<file path="config.mk">
export PLATFORM = sky130hd
export DESIGN_NAME = crsf_frame_receiver_unit
export DESIGN_NICKNAME = d
export VERILOG_FILES = /design/src/crsf_pkg.sv /design/src/crsf_ram.sv /design/src/crsf_front.sv /design/src/crsf_job_queue.sv /design/src/crsf_back.sv /design/src/crsf_frame_receiver_unit.sv
export VERILOG_INCLUDE_DIRS = /design/src /design/src/src
export SDC_FILE = /design/constraint.sdc
export NUM_CORES = 1
export LEC_CHECK = 0
export ABC_CLOCK_PERIOD_IN_PS = 6800
export BUFFER_PORTS_ARGS = -buffer_cell sky130_fd_sc_hd__buf_2
export CAP_MARGIN = 40
export CORE_UTILIZATION = 40
export DETAILED_ROUTE_END_ITERATION = 12
export PLACE_DENSITY = 0.56
export SYNTH_ARGS = -nofsm -noshare
export SYNTH_HDL_FRONTEND = slang
export SYNTH_SLANG_ARGS = --single-unit
</file>
<file path="constraint.sdc">
create_clock -name clock -period 6.8 [get_ports clock]
set_input_delay 0.68 -clock clock [delete_from_list [all_inputs] [get_ports clock]]
set_output_delay 0.68 -clock clock [all_outputs]
set_load 0.02 [all_outputs]
</file>
<file path="src/assert_macros.svh">
// Assertion macros shared by the frame receiver RTL.
// Included by modules that check their own control logic.
`ifndef ASSERT_MACROS_SVH
`define ASSERT_MACROS_SVH

// property must hold at every clock edge outside reset
`define CRSF_ASSERT(label, clk, rst, prop, msg) \
   label: assert property (@(posedge clk) disable iff (rst) prop) else $error(msg);

// expression must never be true outside reset
`define CRSF_NEVER(label, clk, rst, expr, msg) \
   label: assert property (@(posedge clk) disable iff (rst) !(expr)) else $error(msg);

`endif

</file>
<file path="src/crsf_pkg.sv">
// Shared constants, codes and interface structs of the frame receiver.
// No dependencies; imported by every module of the block but the generic RAM.
`default_nettype none

package crsf_pkg;

   localparam int PAYLOAD_BYTES = 64;
   localparam int PAY_AW = $clog2(PAYLOAD_BYTES);
   localparam logic [8:0] PAYLOAD_LIMIT = 9'(PAYLOAD_BYTES);

   localparam logic [7:0] MIN_LENGTH = 8'd4;
   localparam logic [7:0] DEFAULT_LENGTH = 8'd5;

   localparam logic [4:0] CHANNEL_BITS = 5'd11;
   localparam logic [4:0] LINK_BITS = 5'd8;
   localparam logic [3:0] LAST_CHANNEL = 4'd15;
   localparam logic [3:0] LAST_LINK_BYTE = 4'd9;

   localparam logic [7:0] RST_SYNC_BYTE = 8'd200;
   localparam logic [15:0] RST_MIN_GAP = 16'd500;
   localparam logic [5:0] RST_MAX_LENGTH = 6'd62;
   localparam logic [7:0] RST_RC_TYPE = 8'd22;
   localparam logic [7:0] RST_LINK_TYPE = 8'd20;

   typedef enum logic [2:0] {
      CSR_SYNC_BYTE = 3'd0,
      CSR_MIN_GAP   = 3'd1,
      CSR_MAX_LEN   = 3'd2,
      CSR_RC_TYPE   = 3'd3,
      CSR_LINK_TYPE = 3'd4
   } crsf_csr_type;

   typedef enum logic {
      JOB_RC   = 1'b0,
      JOB_LINK = 1'b1
   } crsf_job_type;

   typedef struct packed {
      logic              we;
      logic [PAY_AW-1:0] addr;
      logic [7:0]        data;
   } crsf_store_wr_type;

   typedef struct packed {
      logic         push;
      crsf_job_type kind;
   } crsf_job_req_type;

   typedef struct packed {
      logic busy;
      logic q_empty;
      logic q_full;
   } crsf_back_status_type;

endpackage

`default_nettype wire

</file>
<file path="src/crsf_ram.sv">
// Generic single-write, single-read RAM with registered read data.
// No dependencies.
`default_nettype none

module crsf_ram #(
   parameter int WIDTH = 8,
   parameter int DEPTH = 64
) (
   input  logic                     clock,
   input  logic                     we,
   input  logic [$clog2(DEPTH)-1:0] waddr,
   input  logic [WIDTH-1:0]         wdata,
   input  logic                     re,
   input  logic [$clog2(DEPTH)-1:0] raddr,
   output logic [WIDTH-1:0]         rdata
);

   logic [WIDTH-1:0] mem_ff [DEPTH];
   logic [WIDTH-1:0] rdata_ff;

   always_ff @(posedge clock) begin
      if (we) begin
         mem_ff[waddr] <= wdata;
      end
      if (re) begin
         rdata_ff <= mem_ff[raddr];
      end
   end

   assign rdata = rdata_ff;

endmodule

`default_nettype wire

</file>
<file path="src/crsf_front.sv">
// Front part: configuration registers, byte counting, frame classification.
// Depends on crsf_pkg and assert_macros.svh.
`default_nettype none
`include "assert_macros.svh"

module crsf_front import crsf_pkg::*; (
   input  logic                 clock,
   input  logic                 reset,
   input  logic                 push,
   output logic                 full,
   input  logic [7:0]           rx_byte,
   input  logic [15:0]          gap_us,
   input  logic                 csr_we,
   input  logic [2:0]           csr_index,
   input  logic [15:0]          csr_wdata,
   input  crsf_back_status_type back_status,
   output crsf_store_wr_type    store_wr,
   output crsf_job_req_type     job_req
);

   logic [7:0]  sync_ff, sync_in;
   logic [15:0] min_gap_ff, min_gap_in;
   logic [5:0]  max_ff, max_in;
   logic [7:0]  rc_type_ff, rc_type_in;
   logic [7:0]  link_type_ff, link_type_in;

   logic        in_sync_ff, in_sync_in;
   logic [6:0]  count_ff, count_in;
   logic [7:0]  flen_ff, flen_in;
   logic [7:0]  kind_ff, kind_in;

   logic        may_write;
   logic        accept;

   assign may_write = in_sync_ff && (count_ff >= 7'd3);
   assign full = (may_write && (back_status.busy || !back_status.q_empty))
                 || back_status.q_full;
   assign accept = push && !full;

   always_comb begin
      sync_in = sync_ff;
      min_gap_in = min_gap_ff;
      max_in = max_ff;
      rc_type_in = rc_type_ff;
      link_type_in = link_type_ff;
      if (csr_we) begin
         unique case (crsf_csr_type'(csr_index))
            CSR_SYNC_BYTE: sync_in = csr_wdata[7:0];
            CSR_MIN_GAP:   min_gap_in = csr_wdata;
            CSR_MAX_LEN:   max_in = csr_wdata[5:0];
            CSR_RC_TYPE:   rc_type_in = csr_wdata[7:0];
            CSR_LINK_TYPE: link_type_in = csr_wdata[7:0];
            default:       ;
         endcase
      end
   end

   always_comb begin
      logic       start;
      logic       sync0;
      logic       sync1;
      logic [6:0] cnt0;
      logic [6:0] cnt1;
      logic [6:0] cnt2;
      logic [6:0] pos;
      logic [8:0] pos9;
      logic       done;

      start = (gap_us > min_gap_ff) && (rx_byte == sync_ff);
      cnt0 = start ? 7'd0 : count_ff;
      sync0 = start || in_sync_ff;
      cnt1 = cnt0;
      sync1 = sync0;
      cnt2 = cnt0;
      pos = 7'd0;
      pos9 = 9'd0;
      done = 1'b0;
      count_in = count_ff;
      in_sync_in = in_sync_ff;
      flen_in = flen_ff;
      kind_in = kind_ff;
      store_wr = '0;
      job_req = '0;

      if (accept && sync0) begin
         if (cnt0 == 7'd0) begin
            flen_in = DEFAULT_LENGTH;
         end
         if (cnt0 == 7'd1) begin
            if ((rx_byte > {2'b00, max_ff}) || (rx_byte < MIN_LENGTH)) begin
               sync1 = 1'b0;
               cnt1 = 7'd0;
            end else begin
               flen_in = rx_byte;
            end
         end
         if (cnt0 == 7'd2) begin
            kind_in = rx_byte;
         end
         if ((cnt1 < {1'b0, max_ff}) && (cnt1 > 7'd2)) begin
            pos = cnt1 - 7'd3;
            pos9 = {2'b00, pos};
            store_wr.we = pos9 < PAYLOAD_LIMIT;
            store_wr.addr = pos9[PAY_AW-1:0];
            store_wr.data = rx_byte;
         end else if (cnt1 > {1'b0, max_ff}) begin
            cnt1 = 7'd0;
            sync1 = 1'b0;
         end
         cnt2 = cnt1 + 7'd1;
         done = sync1 && ({2'b00, cnt2} == ({1'b0, flen_in} + 9'd2));
         if (done) begin
            count_in = 7'd0;
            in_sync_in = 1'b0;
            if (kind_in == rc_type_ff) begin
               job_req.push = 1'b1;
               job_req.kind = JOB_RC;
            end else if (kind_in == link_type_ff) begin
               job_req.push = 1'b1;
               job_req.kind = JOB_LINK;
            end
         end else begin
            count_in = cnt2;
            in_sync_in = sync1;
         end
      end
   end

   always_ff @(posedge clock) begin
      if (reset) begin
         sync_ff <= RST_SYNC_BYTE;
         min_gap_ff <= RST_MIN_GAP;
         max_ff <= RST_MAX_LENGTH;
         rc_type_ff <= RST_RC_TYPE;
         link_type_ff <= RST_LINK_TYPE;
         in_sync_ff <= 1'b0;
         count_ff <= 7'd0;
         flen_ff <= DEFAULT_LENGTH;
         kind_ff <= 8'd0;
      end else begin
         sync_ff <= sync_in;
         min_gap_ff <= min_gap_in;
         max_ff <= max_in;
         rc_type_ff <= rc_type_in;
         link_type_ff <= link_type_in;
         in_sync_ff <= in_sync_in;
         count_ff <= count_in;
         flen_ff <= flen_in;
         kind_ff <= kind_in;
      end
   end

   `CRSF_NEVER(a_no_write_while_read, clock, reset,
      store_wr.we && (back_status.busy || !back_status.q_empty),
      "payload write while a frame is being read out")
   `CRSF_NEVER(a_no_push_when_full, clock, reset, job_req.push && back_status.q_full,
      "job pushed into full queue")
   `CRSF_ASSERT(a_count_bound, clock, reset, count_ff <= 7'd64,
      "byte count beyond frame limit")

endmodule

`default_nettype wire

</file>
<file path="src/crsf_job_queue.sv">
// Two-entry queue of frame jobs between the front and back parts.
// Depends on crsf_pkg.
`default_nettype none

module crsf_job_queue import crsf_pkg::*; (
   input  logic             clock,
   input  logic             reset,
   input  crsf_job_req_type job_req,
   input  logic             pop,
   output crsf_job_type     head,
   output logic             q_empty,
   output logic             q_full
);

   crsf_job_type entry_ff [2];
   logic         wr_ptr_ff, wr_ptr_in;
   logic         rd_ptr_ff, rd_ptr_in;
   logic [1:0]   fill_ff, fill_in;
   logic         do_push;
   logic         do_pop;

   assign q_empty = (fill_ff == 2'd0);
   assign q_full = (fill_ff == 2'd2);
   assign head = entry_ff[rd_ptr_ff];
   assign do_push = job_req.push && !q_full;
   assign do_pop = pop && !q_empty;

   always_comb begin
      wr_ptr_in = do_push ? ~wr_ptr_ff : wr_ptr_ff;
      rd_ptr_in = do_pop ? ~rd_ptr_ff : rd_ptr_ff;
      fill_in = fill_ff + {1'b0, do_push} - {1'b0, do_pop};
   end

   always_ff @(posedge clock) begin
      if (reset) begin
         wr_ptr_ff <= 1'b0;
         rd_ptr_ff <= 1'b0;
         fill_ff <= 2'd0;
      end else begin
         wr_ptr_ff <= wr_ptr_in;
         rd_ptr_ff <= rd_ptr_in;
         fill_ff <= fill_in;
      end
      if (do_push) begin
         entry_ff[wr_ptr_ff] <= job_req.kind;
      end
   end

endmodule

`default_nettype wire

</file>
<file path="src/crsf_back.sv">
// Back part: reads the payload store and unpacks channels or statistics bytes
// into the result register. Depends on crsf_pkg and assert_macros.svh.
`default_nettype none
`include "assert_macros.svh"

module crsf_back import crsf_pkg::*; (
   input  logic              clock,
   input  logic              reset,
   input  logic              q_empty,
   input  crsf_job_type      q_head,
   output logic              q_pop,
   output logic              rd_en,
   output logic [PAY_AW-1:0] rd_addr,
   input  logic [7:0]        rd_byte,
   output logic              busy,
   input  logic              pop,
   output logic              empty,
   output logic              rsp_kind,
   output logic [3:0]        rsp_index,
   output logic [10:0]       rsp_value,
   output logic              rsp_last
);

   typedef enum logic [1:0] {
      ST_IDLE,
      ST_FETCH,
      ST_LOAD,
      ST_EMIT
   } state_type;

   state_type    state_ff;
   crsf_job_type kind_ff;
   logic [4:0]   ptr_ff;
   logic [17:0]  bits_ff;
   logic [4:0]   nbits_ff;
   logic [3:0]   idx_ff;
   logic         out_valid_ff;
   logic         out_kind_ff;
   logic [3:0]   out_index_ff;
   logic [10:0]  out_value_ff;
   logic         out_last_ff;

   logic         is_link;
   logic [4:0]   need;
   logic [3:0]   last_idx;
   logic         slot_free;
   logic         emit_fire;
   logic [10:0]  emit_value;
   logic [17:0]  bits_shifted;
   logic [17:0]  bits_loaded;

   assign is_link = (kind_ff == JOB_LINK);
   assign need = is_link ? LINK_BITS : CHANNEL_BITS;
   assign last_idx = is_link ? LAST_LINK_BYTE : LAST_CHANNEL;
   assign slot_free = !out_valid_ff || pop;
   assign emit_fire = (state_ff == ST_EMIT) && (nbits_ff >= need) && slot_free;
   assign emit_value = is_link ? {3'b000, bits_ff[7:0]} : bits_ff[10:0];
   assign bits_shifted = is_link ? (bits_ff >> 8) : (bits_ff >> 11);
   assign bits_loaded = bits_ff | ({10'd0, rd_byte} << nbits_ff);

   assign q_pop = (state_ff == ST_IDLE) && !q_empty;
   assign rd_en = (state_ff == ST_FETCH);
   assign rd_addr = PAY_AW'(ptr_ff);
   assign busy = (state_ff != ST_IDLE);

   assign empty = !out_valid_ff;
   assign rsp_kind = out_kind_ff;
   assign rsp_index = out_index_ff;
   assign rsp_value = out_value_ff;
   assign rsp_last = out_last_ff;

   always_ff @(posedge clock) begin
      if (reset) begin
         state_ff <= ST_IDLE;
         out_valid_ff <= 1'b0;
         nbits_ff <= 5'd0;
      end else begin
         if (emit_fire) begin
            out_valid_ff <= 1'b1;
         end else if (pop && out_valid_ff) begin
            out_valid_ff <= 1'b0;
         end
         unique case (state_ff)
            ST_IDLE: begin
               if (!q_empty) begin
                  kind_ff <= q_head;
                  ptr_ff <= 5'd0;
                  bits_ff <= 18'd0;
                  nbits_ff <= 5'd0;
                  idx_ff <= 4'd0;
                  state_ff <= ST_FETCH;
               end
            end
            ST_FETCH: begin
               state_ff <= ST_LOAD;
            end
            ST_LOAD: begin
               bits_ff <= bits_loaded;
               nbits_ff <= nbits_ff + LINK_BITS;
               ptr_ff <= ptr_ff + 5'd1;
               state_ff <= ST_EMIT;
            end
            ST_EMIT: begin
               if (nbits_ff >= need) begin
                  if (slot_free) begin
                     out_kind_ff <= kind_ff;
                     out_index_ff <= idx_ff;
                     out_value_ff <= emit_value;
                     out_last_ff <= (idx_ff == last_idx);
                     bits_ff <= bits_shifted;
                     nbits_ff <= nbits_ff - need;
                     idx_ff <= idx_ff + 4'd1;
                     if (idx_ff == last_idx) begin
                        state_ff <= ST_IDLE;
                     end
                  end
               end else begin
                  state_ff <= ST_FETCH;
               end
            end
            default: state_ff <= ST_IDLE;
         endcase
      end
   end

   `CRSF_ASSERT(a_bit_window, clock, reset, nbits_ff <= 5'd18,
      "bit window overflow")
   `CRSF_ASSERT(a_load_after_fetch, clock, reset,
      (state_ff == ST_LOAD) |-> ($past(state_ff) == ST_FETCH),
      "load without a preceding fetch")
   `CRSF_ASSERT(a_last_index, clock, reset,
      (out_valid_ff && out_last_ff) |->
         (out_index_ff == (out_kind_ff ? LAST_LINK_BYTE : LAST_CHANNEL)),
      "last flag on wrong index")

endmodule

`default_nettype wire

</file>
<file path="src/crsf_frame_receiver_unit.sv">
// Frame receiver top level: front, job queue, payload store, back.
// An RC frame gives 16 results and a link statistics frame 10; the back part reads
// them from the store through its one-byte-per-read port, and payload bytes stall meanwhile.
// Synchronous reset; the store reads as zero after reset through per-byte valid bits.
`default_nettype none

module crsf_frame_receiver_unit import crsf_pkg::*; (
   input  logic        clock,
   input  logic        reset,
   input  logic        push,
   output logic        full,
   input  logic [7:0]  req_rx_byte,
   input  logic [15:0] req_gap_us,
   output logic        empty,
   input  logic        pop,
   output logic        rsp_kind,
   output logic [3:0]  rsp_index,
   output logic [10:0] rsp_value,
   output logic        rsp_last,
   input  logic        csr_we,
   input  logic [2:0]  csr_index,
   input  logic [15:0] csr_wdata
);

   crsf_store_wr_type    store_wr;
   crsf_job_req_type     job_req;
   crsf_back_status_type back_status;
   crsf_job_type         q_head;
   logic                 q_empty;
   logic                 q_full;
   logic                 q_pop;
   logic                 back_busy;
   logic                 rd_en;
   logic [PAY_AW-1:0]    rd_addr;
   logic [7:0]           ram_q;
   logic [7:0]           rd_byte;
   logic [PAYLOAD_BYTES-1:0] valid_ff;
   logic                 rd_valid_ff;

   assign back_status.busy = back_busy;
   assign back_status.q_empty = q_empty;
   assign back_status.q_full = q_full;

   crsf_front u_front (
      .clock       (clock),
      .reset       (reset),
      .push        (push),
      .full        (full),
      .rx_byte     (req_rx_byte),
      .gap_us      (req_gap_us),
      .csr_we      (csr_we),
      .csr_index   (csr_index),
      .csr_wdata   (csr_wdata),
      .back_status (back_status),
      .store_wr    (store_wr),
      .job_req     (job_req)
   );

   crsf_job_queue u_queue (
      .clock   (clock),
      .reset   (reset),
      .job_req (job_req),
      .pop     (q_pop),
      .head    (q_head),
      .q_empty (q_empty),
      .q_full  (q_full)
   );

   crsf_ram #(
      .WIDTH (8),
      .DEPTH (PAYLOAD_BYTES)
   ) u_store (
      .clock (clock),
      .we    (store_wr.we),
      .waddr (store_wr.addr),
      .wdata (store_wr.data),
      .re    (rd_en),
      .raddr (rd_addr),
      .rdata (ram_q)
   );

   always_ff @(posedge clock) begin
      if (reset) begin
         valid_ff <= '0;
         rd_valid_ff <= 1'b0;
      end else begin
         if (store_wr.we) begin
            valid_ff[store_wr.addr] <= 1'b1;
         end
         if (rd_en) begin
            rd_valid_ff <= valid_ff[rd_addr];
         end
      end
   end

   assign rd_byte = ram_q & {8{rd_valid_ff}};

   crsf_back u_back (
      .clock     (clock),
      .reset     (reset),
      .q_empty   (q_empty),
      .q_head    (q_head),
      .q_pop     (q_pop),
      .rd_en     (rd_en),
      .rd_addr   (rd_addr),
      .rd_byte   (rd_byte),
      .busy      (back_busy),
      .pop       (pop),
      .empty     (empty),
      .rsp_kind  (rsp_kind),
      .rsp_index (rsp_index),
      .rsp_value (rsp_value),
      .rsp_last  (rsp_last)
   );

endmodule

`default_nettype wire

</file>
# [Yosys cells after proc, flatten, opt, wreduce, memory -nomap -nowiden]
# Memories as Yosys holds them, arrays and structs flattened. A register that Yosys moved wholly into a read port is not among the register bits.
# Cells that the tools add are included.
# W data, S select, Z words.
[totals] n_memories=2 elab_cells=177 out_inout_bits=19 ram_bits=514 register_bits=191
[memory_table] memory="u_store.mem_ff" words=64 width=8 rd=1 rd_clocked_by_memory_dff=1 wr=1 line_no="crsf_ram.sv:18" text="logic [WIDTH-1:0] mem_ff [DEPTH];"
[memory_table] memory="u_queue.entry_ff" words=2 width=1 rd=1 rd_clocked_by_memory_dff=1 wr=1 line_no="crsf_job_queue.sv:15" text="crsf_job_type entry_ff [2];"
[classes] n_bitwise=7 reduce_logical=44 addsub=9 magnitude_cmp=12 n_eq_ne=20 shifts=1 n_mux=57
[ops] operator="$or A64 B64 Y64" n=1
[ops] operator="$mux W7" n=8
[ops] operator="$mux W18" n=3
[ops] operator="$pmux W18 S3" n=1
[ops] operator="$mux W8" n=6
[ops] operator="$mux W15" n=2
[ops] operator="$eq A8 B8 Y1" n=3
[ops] operator="$mux W2" n=9
[ops] operator="$or A18 B18 Y18" n=1
[ops] operator="$shl A8 B5 Y18" n=1
[ops] operator="$gt A16 B16 Y1" n=1
[ops] operator="$mux W5" n=3
[ops] operator="$pmux W5 S3" n=1
[ops] operator="$logic_and A1 B1 Y1" n=14
[ops] operator="$mux W1" n=14
[ops] operator="$mux W4" n=3
[ops] operator="$mux W10" n=1
[ops] operator="$pmux W5 S2" n=1
[ops] operator="$reduce_and A2 Y1" n=5
[ops] operator="$reduce_and A5 Y1" n=2
[ops] operator="$add A8 B2 Y9 const B" n=1
[ops] operator="$eq A7 B9 Y1" n=1
[ops] operator="$reduce_and A3 Y1" n=3
[ops] operator="$and A8 B8 Y8" n=1
[ops] operator="other kinds (45)" n=64

# [Longest topological paths before layout]
# Gate-level depths: netlist (run 1).
[logic_depth] depth_word=21 mapped_depth=31 ltp_nobuf=27

# [Modules after synthesis]
# Synthesis (run 1) repeated with hierarchy kept, for this count alone.
[hier_totals] cells_unflattened=2135 hier_area_um2=31041.0
[modules_own_cells] module="crsf_ram" seq_area_each_um2=15615.0 area_per_inst_um2=20246.9 cells_per_inst=940 instances=1
[modules_own_cells] module="crsf_front" seq_area_each_um2=1401.3 area_per_inst_um2=4788.3 cells_per_inst=611 instances=1
[modules_own_cells] module="crsf_back" seq_area_each_um2=1511.4 area_per_inst_um2=2944.1 cells_per_inst=252 instances=1
[modules_own_cells] module="crsf_frame_receiver_unit" seq_area_each_um2=1301.2 area_per_inst_um2=2756.4 cells_per_inst=302 instances=1
[modules_own_cells] module="crsf_job_queue" seq_area_each_um2=160.2 area_per_inst_um2=305.3 cells_per_inst=30 instances=1

# [Worst setup path before layout (run 1)]
# OpenSTA, ideal clock, no wires.
[synth_timing] path_type="input port to flip-flop" start="input port req_gap_us[15]" end="register u_queue.fill_ff[1]" path_buffers=5 stages=29 setup_slack_ns=-0.165 arrival_ns=6.837 path_cell_list="ha_1 nand4_1 nor4_1 o21ai_0 a41oi_1 clkbuf_1 clkbuf_1 clkbuf_1 buf_1 nor2b_1 ha_1 or3_1 o21bai_2 nand2_1 nor3_1 ha_1 clkbuf_1 nor2_1 nand4_1 o311ai_0 or4_1 or3_1 a2bb2oi_1 nor4b_1 and2_1 ha_1 xor2_1 xnor2_1 nor2_1"
[synth_between] elab_chain_len=18 word_cells_on_any_way=42 classes_between="4 x add/sub; 4 x order compare; 5 x eq/ne; 22 x mux; 7 x reduce/logical"
[synth_lines] item="start, declared" line_no="crsf_frame_receiver_unit.sv:13" text="input logic [15:0] req_gap_us,"
[synth_lines] item="$gt A16 B16 Y1 (*)" line_no="crsf_front.sv:69" text="start = (gap_us > min_gap_ff) && (rx_byte == sync_ff);"
[synth_lines] item="$logic_and A1 B1 Y1 (*)" line_no="crsf_front.sv:69"
[synth_lines] item="$mux W7" line_no="crsf_front.sv:70" text="cnt0 = start ? 7'd0 : count_ff;"
[synth_lines] item="$eq A7 B1 Y1 or $mux W7 (tied branches)" line_no="crsf_front.sv:89, crsf_front.sv:90"
[synth_lines] item="$mux W7" line_no="crsf_front.sv:89" text="if (cnt0 == 7'd1) begin"
[synth_lines] item="$mux W7" line_no="crsf_front.sv:85" text="if (accept && sync0) begin"
[synth_lines] item="$gt A7 B6 Y1 (tied with other cells)" line_no="crsf_front.sv:106" text="end else if (cnt1 > {1'b0, max_ff}) begin"
[synth_lines] item="$mux W7 or $logic_and A1 B1 Y1 (tied branches)" line_no="crsf_front.sv:106, crsf_front.sv:100"
[synth_lines] item="[... 2 more ...]"
[synth_lines] item="$add A7 B1 Y7" line_no="crsf_front.sv:110" text="cnt2 = cnt1 + 7'd1;"
[synth_lines] item="$eq A7 B9 Y1" line_no="crsf_front.sv:111" text="done = sync1 && ({2'b00, cnt2} == ({1'b0, flen_in} + 9'd2));"
[synth_lines] item="$logic_and A1 B1 Y1" line_no="crsf_front.sv:111"
[synth_lines] item="$mux W2" line_no="crsf_front.sv:112" text="if (done) begin"
[synth_lines] item="$mux W2 (*)" line_no="crsf_front.sv:85"
[synth_lines] item="$logic_and A1 B1 Y1 (*)" line_no="crsf_job_queue.sv:25" text="assign do_push = job_req.push && !q_full;"
[synth_lines] item="$add A2 B1 Y2 (*)" line_no="crsf_job_queue.sv:31" text="fill_in = fill_ff + {1'b0, do_push} - {1'b0, do_pop};"
[synth_lines] item="$sub A2 B1 Y2 (*)" line_no="crsf_job_queue.sv:31"
[synth_lines] item="end signal, assigned" line_no="crsf_job_queue.sv:42" text="fill_ff <= fill_in;"
[synth_lines] item="end, declared" line_no="crsf_job_queue.sv:18" text="logic [1:0] fill_ff, fill_in;"
# Every way passes the cells marked *; elsewhere a longest branch is shown, timed or not. The select of a mux whose other input is x is not followed.
# A chain may end at the register's enable or synchronous reset.

# [Worst setup path in the final report (run 1)]
[layout_timing] start="register u_front.max_ff[2]" end="register u_queue.fill_ff[1]"
[layout_between] elab_chain_len=17 word_cells_on_any_way=29 classes_between="4 x add/sub; 4 x order compare; 1 x eq/ne; 16 x mux; 4 x reduce/logical"
[layout_lines] item="start, declared" line_no="crsf_front.sv:23" text="logic [5:0] max_ff, max_in;"
[layout_lines] item="start signal, assigned" line_no="crsf_front.sv:143" text="max_ff <= max_in;"
[layout_lines] item="$gt A8 B6 Y1" line_no="crsf_front.sv:90" text="if ((rx_byte > {2'b00, max_ff}) || (rx_byte < MIN_LENGTH)) begin"
[layout_lines] item="$logic_or A1 B1 Y1" line_no="crsf_front.sv:90"
[layout_lines] item="$mux W7" line_no="crsf_front.sv:90"
[layout_lines] item="$mux W7" line_no="crsf_front.sv:89"
[layout_lines] item="$mux W7" line_no="crsf_front.sv:85"
[layout_lines] item="$gt A7 B6 Y1 (tied with other cells)" line_no="crsf_front.sv:106"
[layout_lines] item="$mux W7 or $logic_and A1 B1 Y1 (tied branches)" line_no="crsf_front.sv:106, crsf_front.sv:100"
[layout_lines] item="$mux W7" line_no="crsf_front.sv:100" text="if ((cnt1 < {1'b0, max_ff}) && (cnt1 > 7'd2)) begin"
[layout_lines] item="$mux W7" line_no="crsf_front.sv:85"
[layout_lines] item="$add A7 B1 Y7" line_no="crsf_front.sv:110"
[layout_lines] item="$eq A7 B9 Y1" line_no="crsf_front.sv:111"
[layout_lines] item="$logic_and A1 B1 Y1 (*)" line_no="crsf_front.sv:111"
[layout_lines] item="$mux W2 (*)" line_no="crsf_front.sv:112"
[layout_lines] item="$mux W2 (*)" line_no="crsf_front.sv:85"
[layout_lines] item="$logic_and A1 B1 Y1 (*)" line_no="crsf_job_queue.sv:25"
[layout_lines] item="$add A2 B1 Y2 (*)" line_no="crsf_job_queue.sv:31"
[layout_lines] item="$sub A2 B1 Y2 (*)" line_no="crsf_job_queue.sv:31"
# Marked as above.

==> results of run 1 <==
-- final cells by class --
class                   count  area (um^2)  share of cell area
clock buffers              59         1290              0.0579
clock inverters            29          245              0.0110
inverters                  67          251              0.0113
multi-input cells         941         7350               0.329
flip-flops and latches    426        11600               0.521
well taps                 615          769              0.0344
repair buffers            126          792              0.0354
-- cells in the mapped netlist, drive strengths merged (3+ instances only) --
library cell	instances
a2111oi	3
a211o	15
a211oi	8
a21o	3
a21oi	94
a221oi	4
a22o	3
a22oi	5
a31o	3
a32oi	3
a41oi	3
and2	16
and3	9
buf	20
clkbuf	67
dfxtp	115
edfxtp	311
ha	43
inv	65
mux2	15
mux2i	25
mux4	90
nand2	132
nand2b	6
nand3	33
nand3b	10
nand4	15
nor2	165
nor2b	12
nor3	42
nor3b	5
nor4	7
o2111ai	4
o21ai	43
o21ba	11
o22ai	20
o2bb2ai	3
or2	6
or3	10
or4	4
xnor2	25
xor2	16
-- worst register-to-register path, stage by stage, from the launching register on --
cell,delay [ps]
sky130_fd_sc_hd__dfxtp_1,310
sky130_fd_sc_hd__inv_1,90
sky130_fd_sc_hd__ha_1,320
sky130_fd_sc_hd__a21oi_1,190
sky130_fd_sc_hd__o221ai_2,200
sky130_fd_sc_hd__a211oi_4,420
sky130_fd_sc_hd__o21ai_0,280
sky130_fd_sc_hd__nor2_1,190
sky130_fd_sc_hd__inv_1,110
sky130_fd_sc_hd__ha_1,280
sky130_fd_sc_hd__nand4_1,70
sky130_fd_sc_hd__o22ai_1,160
sky130_fd_sc_hd__o21bai_2,210
sky130_fd_sc_hd__nand2_1,240
sky130_fd_sc_hd__nor3_1,210
sky130_fd_sc_hd__ha_1,340
sky130_fd_sc_hd__nor2_1,70
sky130_fd_sc_hd__nand4_1,100
sky130_fd_sc_hd__o311ai_0,130
sky130_fd_sc_hd__or4_1,550
sky130_fd_sc_hd__or3_1,340
sky130_fd_sc_hd__a2bb2oi_1,180
sky130_fd_sc_hd__nor4b_4,440
sky130_fd_sc_hd__and2_1,210
sky130_fd_sc_hd__ha_1,160
sky130_fd_sc_hd__xor2_1,180
sky130_fd_sc_hd__xnor2_1,140
sky130_fd_sc_hd__nor2_1,50
-- per-layer routing --
layer  GRT usage  vias up  part of all wire
met5           0        -                 0
li1            -     5893                 -
met2       0.316      298              0.48
met4      0.0485        0             0.021
met1       0.273     6281              0.45
met3      0.0299       66             0.051
-- report_power, final --
part	switching (mW)	internal [mW]	total (mW)
Combinational	0.288	0.178	0.467
Clock	1.03	1.47	2.49
Sequential	0.0610	2.81	2.88
Total	1.38	4.46	5.84
-- cell families (layout without fill, tap and decap cells) --
kind of cell,Yosys count,in the layout
compound gates,249,249
xor+xnor,41,41
fa+ha+maj,44,44
buf+inv,154,281
flops,426,426
mux,130,130
simple gates,477,477
-- metrics by stage --
stage	power, mW	setup WS [ps]
floorplan	3.26	75.0
global placement	3.39	260
detailed placement	3.40	58.8
CTS	5.91	450
global route	6.06	11.3
finish	5.84	523
-- sequential cells by signal, summed over array words and instances (netlist names), 2 cells and up --
register              cells
u_store.mem_ff          256
u_store.rdata             8
u_front.sync_ff           8
u_back.state_ff           2
u_front.max_ff            6
u_back.nbits_ff           5
u_front.kind_ff           8
u_front.flen_ff           8
u_queue.fill_ff           2
u_back.rsp_value         11
u_front.count_ff          7
valid_ff                 32
u_back.rsp_index          4
u_back.ptr_ff             5
u_front.rc_type_ff        8
u_back.idx_ff             4
u_front.link_type_ff      8
u_queue.entry_ff          2
u_front.min_gap_ff       16
u_back.bits_ff           18
-- worst max path at each step --
| stage | startpoint | endpoint | slack (ps) |
|---|---|---|---|
| finish | u_front.max_ff[2]$_SDFFE_PP1P_ | u_queue.fill_ff[1]$_SDFF_PP0_ | 520 |
| global route | u_front.min_gap_ff[15]$_SDFFE_PP0P_ | u_queue.fill_ff[1]$_SDFF_PP0_ | 10 |
| CTS | u_front.min_gap_ff[15]$_SDFFE_PP0P_ | u_queue.fill_ff[1]$_SDFF_PP0_ | 450 |
| detailed placement | req_gap_us[13] | u_queue.fill_ff[1]$_SDFF_PP0_ | 60 |
| global placement | req_gap_us[15] | u_queue.fill_ff[1]$_SDFF_PP0_ | 260 |
| floorplan | req_gap_us[15] | u_queue.fill_ff[1]$_SDFF_PP0_ | 70 |
-- what timing repair did --
| action | CTS | global route |
|---|---|---|
| hold buffers | 0 | 0 |
| gates resized for setup | 0 | 3 |
| setup endpoints to repair | 0 | 4 |
| hold endpoints to repair | 0 | 0 |
==> summary.log, run 1 <==
qor: outcome.run_status completed
qor: timing.max_slew_margin 0.401
qor: floorplan.pin_count 67
qor: synth.portion_of_netlist_area_occupied_by_mux_cells 0.125
qor: synth.post-synth-top-area-fraction 0.479
qor: placement.post_dp_cell_area 20800 um^2
qor: clock_tree.cts_tree built
qor: timing.setup_repair_after_global_routing_missed_its_margin false
qor: synth.netlist-cell-type-count 78
qor: clock_tree.clk_path_buf_depth 3
qor: finish.final_nets 1701
qor: drt.postRouteWirelength 47.3 mm
qor: synth.ys_ff_latch 426
qor: floorplan.floorplan.initialDensity 0.407
qor: synth.synth.yosys.warnings 0
qor: drt.route.vias.total 12538
qor: synth.yosys-top-cells-area sky130_fd_sc_hd__edfxtp_1 (48%), sky130_fd_sc_hd__dfxtp_1 (12%), sky130_fd_sc_hd__mux4_2 (10%)
qor: timing.worst-slew-pin-transition 892 ps
qor: floorplan.core-area 47900 um^2
qor: clock_tree.cts_post_setup_buffers_inserted 0
qor: placement.globalplace.congestion 0.913
qor: drt.route.detailed.drc 0
qor: synth.synth_fp_nets 1613
qor: critical_path.crit_required 7240 ps
qor: timing.fmax 0.159 GHz
qor: critical_path.critical_path.reg2reg.startpoint u_front.max_ff[2]$_SDFFE_PP1P_
qor: job.maxCapViolations 0
qor: clock_tree.cts_inserted_buffers 47
qor: synth.dominantRegCellSynth sky130_fd_sc_hd__edfxtp_1
qor: critical_path.critical_path_arrival 6720 ps
qor: floorplan.floorplan.die_area 49600 um^2
qor: synth.synth_top_family_by_area multiplexers
qor: placement.detailedPlacementHpwl 31.3 mm
qor: floorplan.die_height 223 um
qor: critical_path.cpLargestDelayFamily simple AND/OR/NAND/NOR gates
qor: grt.grt_use_total 0.194
qor: finish.leading_cell_type_in_the_layout_fill_and_taps_excluded sky130_fd_sc_hd__edfxtp_1
qor: timing.finalHoldViolations 0
qor: finish.post_layout_nonfiller_instances 2263
qor: critical_path.timing.reg2reg.setup_slack 520 ps
qor: pwr.power_leakage 7.00 nW
qor: synth.synthesis.area 19500 um^2
qor: finish.layout-drive-gt1-share 0.214
qor: synth.async_flop_share 0
qor: critical_path.end_kind flop
qor: critical_path.max_stage_delay 550 ps
qor: clock_tree.clock_tree.root_cell sky130_fd_sc_hd__clkbuf_16
qor: synth.synth.yosys.seq_area_share 0.597
qor: grt.number_of_global_route_vias_before_repair 12503
qor: finish.final.fill_count 4224
qor: synth.syn_area_per_cell 12.8 um^2
qor: finish.diodes 0
qor: floorplan.die_w 223 um
qor: critical_path.timing_worst_setup_path_type flop to flop
qor: drt.detail_route.iter0.violations 1109
qor: placement.port_buffers 66
qor: hold_path.min_delay_worst_endpoint u_front.min_gap_ff[8]$_SDFFE_PP1P_
qor: finish.area_growth_syn_to_layout 14.6%
qor: grt.grt_antenna_before_repair 0
qor: timing.period_minus_slack 6280 ps
qor: hold_path.holdCritStartpoint csr_wdata[8]
qor: pwr.vdd_ir_drop_max 0.000164 V
qor: critical_path.path_common_cell sky130_fd_sc_hd__ha_1
qor: critical_path.worst_r2r_path_depth 27
qor: synth.compound_gate_fraction_of_synth_area 0.0859
qor: clock_tree.cts.clk_slew.worst_paths 60 ps
qor: finish.area_of_all_placed_cells_without_fillers 22300 um^2
qor: clock_tree.clock_latency 580 ps
qor: grt.grt_first_pass_wirelength 74.2 mm
qor: synth.yosys.area_share.adder 0.0286
qor: hold_path.hold_path_depth 2
qor: drt.drt_wl_cell 20.9 um
qor: timing.finalSetupViolations 0
qor: timing.tns 0 ps
qor: placement.place_inst 2175
qor: synth.synth-edff-count 311
qor: synth.synth_cells 1521
qor: hold_path.hold_path.class input port to flop
qor: timing.clock_skew 29.6 ps
qor: synth.synth_largest_area_cell sky130_fd_sc_hd__edfxtp_1
qor: finish.postLayoutCoreUtil 0.466
qor: critical_path.kind_of_start_point_of_the_critical_path flop
qor: clock_tree.htree_num_levels 2
qor: finish.final_cell_mix sky130_fd_sc_hd__edfxtp_1 (311), sky130_fd_sc_hd__nor2_1 (163), sky130_fd_sc_hd__nand2_1 (131)
qor: drt.1st_pass_router_iterations 6
qor: drt.routed_via_density 5.54
qor: critical_path.critical_path_peak_fanout 8
qor: critical_path.critPathBufInv 2
qor: pwr.power.density 261 nW/um^2
qor: drt.postRouteAntennaNets 0
qor: timing.final_min_period_over_clock_period 0.923
qor: clock_tree.numClockSinks 426
qor: timing.worst_hold_slack 323 ps
qor: critical_path.worstSetupPathDepth 27
qor: floorplan.floorplan.rows 80
qor: synth.synthXorXnorAreaFrac 0.0184
qor: critical_path.worst_r2r_endpoint u_queue.fill_ff[1]$_SDFF_PP0_
qor: synth.post_synth_and_or_nand_nor_area_fraction 0.114
qor: grt.largest_net_degree_at_the_start_of_global_routing 76
qor: timing.timing_max_transition_violations_final 0
qor: critical_path.critPathSlowestCell sky130_fd_sc_hd__or4_1
qor: grt.gr-total-overflow 0
(Power assumes the default switching activity.)
==> run 2, diff against run 1 <==
ABC_AREA = 1   (was default)
==> run 2 against run 1 <==
Effect of this change: wire length up 5.0%; global-route usage grew 0.60 points; die area grew 0.95%; combinational power rose by 110%; critical path depth unchanged; critical endpoint unchanged; core utilization decreased by 0.31 points; maximum frequency rose by 25%.
==> summary.log, run 2 <==
qor: timing.final_min_period_over_clock_period 0.740
qor: floorplan.die_height 224 um
qor: finish.multi_input_comb_area 6970 um^2
qor: critical_path.critical_path.reg2reg.startpoint u_front.min_gap_ff[15]$_SDFFE_PP0P_
qor: grt.grt_use_total 0.200
qor: critical_path.kind_of_start_point_of_the_critical_path flop
qor: finish.area_growth_syn_to_layout 13.2%
qor: floorplan.pin_count 67
qor: synth.synth.yosys.warnings 0
qor: finish.area_of_all_placed_cells_without_fillers 22300 um^2
qor: grt.grt_antenna_before_repair 0
qor: synth.netlist-cell-type-count 63
qor: synth.yosys-top-cells-area sky130_fd_sc_hd__edfxtp_1 (47%), sky130_fd_sc_hd__dfxtp_1 (12%), sky130_fd_sc_hd__o21ai_0 (6.3%)
qor: grt.largest_net_degree_at_the_start_of_global_routing 85
qor: finish.final_nets 2172
qor: drt.postRouteWirelength 49.7 mm
qor: floorplan.core-area 48100 um^2
qor: grt.gr-total-overflow 0
qor: finish.final_cell_mix sky130_fd_sc_hd__nor2_1 (327), sky130_fd_sc_hd__edfxtp_1 (311), sky130_fd_sc_hd__nand2_1 (285)
qor: clock_tree.cts_hold_buf 0
qor: synth.post-synth-top-area-fraction 0.475
qor: hold_path.hold_path_depth 3
qor: timing.layout_setup_ws 1770 ps
qor: placement.pre_cts_slack 1360 ps
qor: timing.tns 0 ps
qor: drt.1st_pass_router_iterations 5
qor: critical_path.critical_path_peak_fanout 12
qor: pwr.vdd_ir_drop_max 0.000194 V
qor: timing.clock_skew 28.6 ps
qor: pwr.power_leakage 7.75 nW
qor: grt.number_of_global_route_vias_before_repair 13982
qor: clock_tree.cts_post_setup_buffers_inserted 0
qor: finish.diodes 0
qor: placement.port_buffers 66
qor: synth.ys_ff_latch 426
qor: synth.synthesis.area 19700 um^2
qor: placement.detailedPlacementHpwl 32.0 mm
qor: drt.drt_wl_cell 17.9 um
qor: finish.largest_register_ff_count 256
qor: synth.synth_cells 2030
qor: synth.syn_area_per_cell 9.70 um^2
qor: floorplan.floorplan.initialDensity 0.409
qor: timing.finalSetupViolations 0
qor: timing.fmax 0.199 GHz
qor: synth.post_synth_most_frequent_cells sky130_fd_sc_hd__nor2_1 (329), sky130_fd_sc_hd__edfxtp_1 (311), sky130_fd_sc_hd__nand2_1 (285)
qor: pwr.power.density 290 nW/um^2
qor: finish.layout-drive-gt1-share 0.131
qor: synth.synth-edff-count 311
qor: synth.synth.yosys.seq_area_share 0.591
qor: placement.globalplace.congestion 0.846
qor: floorplan.die_w 224 um
qor: critical_path.cp-startpoint u_front.min_gap_ff[15]$_SDFFE_PP0P_
qor: clock_tree.clock_latency 600 ps
qor: drt.routed_via_density 5.24
qor: critical_path.critical_path_arrival 5540 ps
qor: timing.max_slew_margin 0.342
qor: outcome.run_status completed
qor: critical_path.timing.reg2reg.setup_slack 1770 ps
qor: finish.leading_cell_type_in_the_layout_fill_and_taps_excluded sky130_fd_sc_hd__nor2_1
qor: clock_tree.clock_tree.root_cell sky130_fd_sc_hd__clkbuf_16
qor: critical_path.timing_worst_setup_path_type flop to flop
qor: drt.postRouteAntennaNets 0
qor: grt.grt_first_pass_wirelength 78.5 mm
qor: clock_tree.cts_inserted_buffers 48
qor: finish.reg.largest.list u_store.mem_ff x256, valid_ff x32, u_back.bits_ff x18
qor: synth.dominantRegCellSynth sky130_fd_sc_hd__edfxtp_1
qor: critical_path.crit_required 7310 ps
qor: drt.detail_route.iter0.violations 1100
qor: synth.async_flop_share 0
qor: synth.synthMostInstantiatedCell sky130_fd_sc_hd__nor2_1
qor: clock_tree.cts_tree built
qor: finish.final.fill_count 4552
qor: floorplan.floorplan.rows 80
qor: pwr.finalPower 6.46 mW
qor: placement.post_dp_cell_area 20700 um^2
qor: critical_path.end_kind flop
qor: drt.route.vias.total 14538
qor: clock_tree.numClockSinks 426
qor: hold_path.min_delay_worst_endpoint u_front.min_gap_ff[8]$_SDFFE_PP1P_
qor: placement.place_inst 2686
qor: finish.largest-register u_store.mem_ff
qor: job.maxCapViolations 0
qor: hold_path.holdCritStartpoint csr_wdata[8]
qor: critical_path.worst_r2r_endpoint u_queue.fill_ff[1]$_SDFF_PP0_
qor: synth.synth_fp_nets 2122
qor: clock_tree.cts.clk_slew.worst_paths 50 ps
qor: clock_tree.ctsResizeCount 0
qor: timing.period_minus_slack 5030 ps
qor: critical_path.worst_r2r_path_depth 27
qor: drt.route.detailed.drc 0
qor: floorplan.floorplan.die_area 50100 um^2
qor: timing.finalHoldViolations 0
qor: timing.timing_max_transition_violations_final 0
qor: clock_tree.clk_path_buf_depth 3
qor: synth.synth_largest_area_cell sky130_fd_sc_hd__edfxtp_1
qor: timing.worst-slew-pin-transition 980 ps
qor: finish.seqCellArea 11600 um^2
qor: timing.setup_repair_after_global_routing_missed_its_margin false
qor: clock_tree.htree_num_levels 2
qor: finish.post_layout_nonfiller_instances 2775
qor: hold_path.hold_path.class input port to flop
-- run 2: power breakdown --
part / total, mW / internal, mW / switching [mW]
clock: 2.55 / 1.50 / 1.05
combinational: 0.969 / 0.269 / 0.700
sequential: 2.94 / 2.87 / 0.0672
total: 6.46 / 4.65 / 1.81
-- run 2: through the flow --
| step | hold slack, ps | util |
|---|---|---|
| floorplan | 421 | - |
| global placement | 439 | 0.430 |
| detailed placement | 446 | 0.430 |
| CTS | 304 | 0.463 |
| global route | 327 | 0.463 |
| finish | 331 | 0.463 |
-- run 2: cells by family after synthesis --
kind of cell,synth area share
muxes,0.00159
xor gates and xnor gates,0.0125
AOI/OAI and AO/OA,0.135
adders and majority gates,0.0284
DFF,0.591
and+or+nand+nor,0.175
buffers and inverters,0.0565
-- run 2: layer usage --
layer | part of all wire | wire length (um) | GRT usage
met1 | 0.46 | 22600 | 0.275
met2 | 0.47 | 23500 | 0.333
met3 | 0.049 | 2450 | 0.0257
met4 | 0.021 | 1070 | 0.0566
met5 | 0 | 0 | 0
-- run 2: area by class of cell --
type / instances / area share
timing repair buffer: 92 / 0.0236
clock inverter: 14 / 0.00651
clock buffer: 75 / 0.0648
sequential: 426 / 0.522
inverter: 195 / 0.0332
multi-input combinational: 1317 / 0.313
tap: 656 / 0.0368
-- run 2: worst max path at each step --
stage,endpoint,cells after the start
floorplan,u_queue.fill_ff[1]$_SDFF_PP0_,29
global placement,u_queue.fill_ff[1]$_SDFF_PP0_,27
detailed placement,u_queue.fill_ff[1]$_SDFF_PP0_,26
CTS,u_queue.fill_ff[1]$_SDFF_PP0_,26
global route,u_queue.fill_ff[1]$_SDFF_PP0_,27
finish,u_queue.fill_ff[1]$_SDFF_PP0_,27
-- run 2: critical path: stages (launching register included) --
cell and delay [ps]:
sky130_fd_sc_hd__dfxtp_1 310, sky130_fd_sc_hd__inv_1 50, sky130_fd_sc_hd__ha_1 290, sky130_fd_sc_hd__a21oi_1 150, sky130_fd_sc_hd__o21ai_0 130, sky130_fd_sc_hd__a21oi_1 200, sky130_fd_sc_hd__nand2_1 140, sky130_fd_sc_hd__nand2_4 260
sky130_fd_sc_hd__nand2_1 220, sky130_fd_sc_hd__inv_2 180, sky130_fd_sc_hd__ha_1 250, sky130_fd_sc_hd__inv_1 70, sky130_fd_sc_hd__nor2_1 50, sky130_fd_sc_hd__a21oi_1 360, sky130_fd_sc_hd__o21ai_2 190, sky130_fd_sc_hd__nor2_1 210
sky130_fd_sc_hd__ha_1 240, sky130_fd_sc_hd__xor2_1 250, sky130_fd_sc_hd__nor2_1 70, sky130_fd_sc_hd__nor2_1 180, sky130_fd_sc_hd__nand3_1 110, sky130_fd_sc_hd__nor3_2 190, sky130_fd_sc_hd__nand3_2 140, sky130_fd_sc_hd__nor2_1 130
sky130_fd_sc_hd__ha_1 170, sky130_fd_sc_hd__xor2_1 180, sky130_fd_sc_hd__o21ai_0 90, sky130_fd_sc_hd__a21oi_1 140
==> run 3, diff against run 2 <==
ABC_CLOCK_PERIOD_IN_PS = 4500   (was 6800)
clock period = 4.5 ns   (was 6.8 ns; I/O delays follow)
==> run 3 against run 2 <==
Effect of this change: first-iteration DRC count fell by 20%; core utilization increased by 1.8 points; count of clock-buffer cells in the layout decreased by 12; via count up 0.39%; worst setup slack lost 1500 ps; die area is the same; combinational power grew 54%; register-to-register slack worse by 1500 ps; final area rose by 4.0%; sequential share of layout area down 2.0 points; largest cell class unchanged; largest power group unchanged.
==> summary.log, run 3 (synthesis gave the netlist of run 2 again) <==
qor: clock_tree.clock_latency 610 ps
qor: finish.seqCellArea 11600 um^2
qor: placement.port_buffers 66
qor: grt.number_of_global_route_vias_before_repair 14218
qor: critical_path.end_kind flop
qor: timing.finalHoldViolations 0
qor: drt.detail_route.iter0.violations 882
qor: floorplan.core-area 48100 um^2
qor: floorplan.die_w 224 um
qor: finish.postLayoutCoreUtil 0.481
qor: pwr.vdd_ir_drop_max 0.000323 V
qor: finish.post_layout_nonfiller_instances 2851
qor: floorplan.die_height 224 um
qor: timing.period_minus_slack 4190 ps
qor: hold_path.holdCritStartpoint csr_wdata[8]
qor: placement.place_inst 2754
qor: outcome.run_status completed
qor: clock_tree.cts_inserted_buffers 48
qor: clock_tree.numClockSinks 426
qor: critical_path.critical_path_peak_fanout 8
qor: timing.final_min_period_over_clock_period 0.931
qor: floorplan.pin_count 67
qor: drt.1st_pass_router_iterations 7
qor: critical_path.timing.reg2reg.setup_slack 310 ps
qor: finish.leading_cell_type_in_the_layout_fill_and_taps_excluded sky130_fd_sc_hd__nor2_1
qor: critical_path.worst_r2r_endpoint u_queue.fill_ff[1]$_SDFF_PP0_
qor: drt.postRouteWirelength 50.6 mm
qor: hold_path.min_delay_worst_endpoint u_front.min_gap_ff[8]$_SDFFE_PP1P_
qor: clock_tree.clk_path_buf_depth 3
qor: critical_path.max_stage_delay 320 ps
qor: finish.final.fill_count 4516
qor: grt.gr-total-overflow 0
qor: pwr.power.density 433 nW/um^2
qor: finish.diodes 0
qor: finish.multi_input_comb_area 7160 um^2
qor: grt.grt_antenna_before_repair 0
qor: placement.detailedPlacementHpwl 32.6 mm
qor: timing.tns 0 ps
qor: pwr.power_leakage 8.19 nW
qor: timing.finalSetupViolations 0
qor: drt.routed_via_density 5.12
qor: finish.layout-drive-gt1-share 0.175
qor: placement.globalplace.congestion 0.878
qor: critical_path.critical_path.reg2reg.startpoint u_front.min_gap_ff[11]$_SDFFE_PP0P_
qor: drt.drt_wl_cell 17.7 um
qor: grt.largest_net_degree_at_the_start_of_global_routing 84
qor: hold_path.hold_path.class input port to flop
qor: grt.grt_first_pass_wirelength 79.7 mm
qor: timing.fmax 0.239 GHz
qor: drt.postRouteAntennaNets 0
qor: clock_tree.cts.clk_slew.worst_paths 60 ps
qor: clock_tree.cts_tree built
qor: finish.largest-register u_store.mem_ff
qor: finish.final_nets 2247
qor: timing.clock_skew 30.1 ps
qor: clock_tree.cts_hold_buf 0
qor: critical_path.critPathSlowestCell sky130_fd_sc_hd__ha_1
qor: critical_path.crit_required 5020 ps
qor: timing.timing_max_transition_violations_final 0
qor: drt.route.detailed.drc 0
qor: critical_path.timing_worst_setup_path_type flop to flop
qor: timing.worst-slew-pin-transition 888 ps
qor: critical_path.path_common_cell sky130_fd_sc_hd__nand2_1
qor: grt.grt_use_total 0.204
qor: drt.route.vias.total 14594
qor: critical_path.critical_path_arrival 4710 ps
qor: job.maxCapViolations 0
qor: floorplan.floorplan.rows 80
qor: finish.final_cell_mix sky130_fd_sc_hd__nor2_1 (320), sky130_fd_sc_hd__edfxtp_1 (311), sky130_fd_sc_hd__nand2_1 (281)
qor: floorplan.floorplan.die_area 50100 um^2
qor: finish.reg.largest.list u_store.mem_ff x256, valid_ff x32, u_back.bits_ff x18
qor: finish.largest_register_ff_count 256
qor: timing.max_slew_margin 0.408
qor: critical_path.worst_r2r_path_depth 30
qor: clock_tree.htree_num_levels 2
qor: critical_path.kind_of_start_point_of_the_critical_path flop
qor: hold_path.hold_path_depth 3
qor: floorplan.floorplan.initialDensity 0.409
qor: finish.area_growth_syn_to_layout 17.7%
qor: clock_tree.clock_tree.root_cell sky130_fd_sc_hd__clkbuf_16
## run 3: cell types whose count changed in the layout (fill, tap and decap cells not counted), moves of 5 or more
cell,before,now
sky130_fd_sc_hd__a21oi_1,89,82
sky130_fd_sc_hd__a21oi_2,2,9
sky130_fd_sc_hd__nor2_1,327,320
sky130_fd_sc_hd__bufinv_16,1,6
sky130_fd_sc_hd__buf_4,26,96
sky130_fd_sc_hd__nor2_2,21,26
sky130_fd_sc_hd__ha_1,43,38
sky130_fd_sc_hd__clkbuf_8,12,6
sky130_fd_sc_hd__clkbuf_1,14,8
## run 3: worst max-delay path: cells and delay by family, from the launching register on
kind                     cells  cell delay [ps]
AND/OR/NAND/NOR             15             1620
flip-flops                   1              310
XOR/XNOR                     1              140
AO/OA/AOI/OAI                6              820
buffers and inverters        5              360
adder cells (fa/ha/maj)      3              830
## run 3: layout make-up
cell class | count | area share
clock inverter | 27 | 0.0140
tap | 656 | 0.0354
multi-input combinational | 1317 | 0.309
inverter | 195 | 0.0320
sequential | 426 | 0.502
clock buffer | 63 | 0.0578
timing repair buffer | 167 | 0.0496
## run 3: worst max path at each step
stage | from | end | cells after the start
4_1_cts | u_front.min_gap_ff[15]$_SDFFE_PP0P_ | u_queue.fill_ff[1]$_SDFF_PP0_ | 29
3_3_place_gp | req_gap_us[15] | u_queue.fill_ff[1]$_SDFF_PP0_ | 28
2_1_floorplan | req_gap_us[5] | u_queue.fill_ff[1]$_SDFF_PP0_ | 29
6_report | u_front.min_gap_ff[11]$_SDFFE_PP0P_ | u_queue.fill_ff[1]$_SDFF_PP0_ | 30
3_5_place_dp | req_gap_us[15] | u_queue.fill_ff[1]$_SDFF_PP0_ | 28
5_1_grt | u_front.min_gap_ff[7]$_SDFFE_PP1P_ | u_queue.fill_ff[1]$_SDFF_PP0_ | 30
## run 3: power by group
group          total [mW]  switching, mW  internal, mW  leakage (nW)
sequential           4.46          0.113          4.34          3.22
combinational        1.49           1.06         0.430          4.16
clock                4.10           1.64          2.46         0.813
## run 3: per-layer routing
| layer | share of wire | track usage | up-vias |
|---|---|---|---|
| met5 | 0 | 0 | - |
| met3 | 0.037 | 0.0264 | 68 |
| met4 | 0.020 | 0.0590 | 0 |
| met1 | 0.46 | 0.279 | 7041 |
| li1 | - | - | 7234 |
| met2 | 0.48 | 0.339 | 251 |
## run 3: metrics by stage
step	power (mW)	area (um^2)	setup WS, ps	hold WS [ps]
after detailed placement	6.02	21300	-251	446
after global placement	5.98	21200	-182	443
after CTS	10.1	22900	41.6	68.7
after global routing	10.5	23200	-23.9	93.2
final	10.0	23200	310	97.8
after floorplan	5.49	19700	172	421
## run 3: repair_timing
action	in CTS	in global routing
gates resized for setup	1	42
buffers inserted	0	7
setup endpoints to repair	1	103
pin swaps	0	20
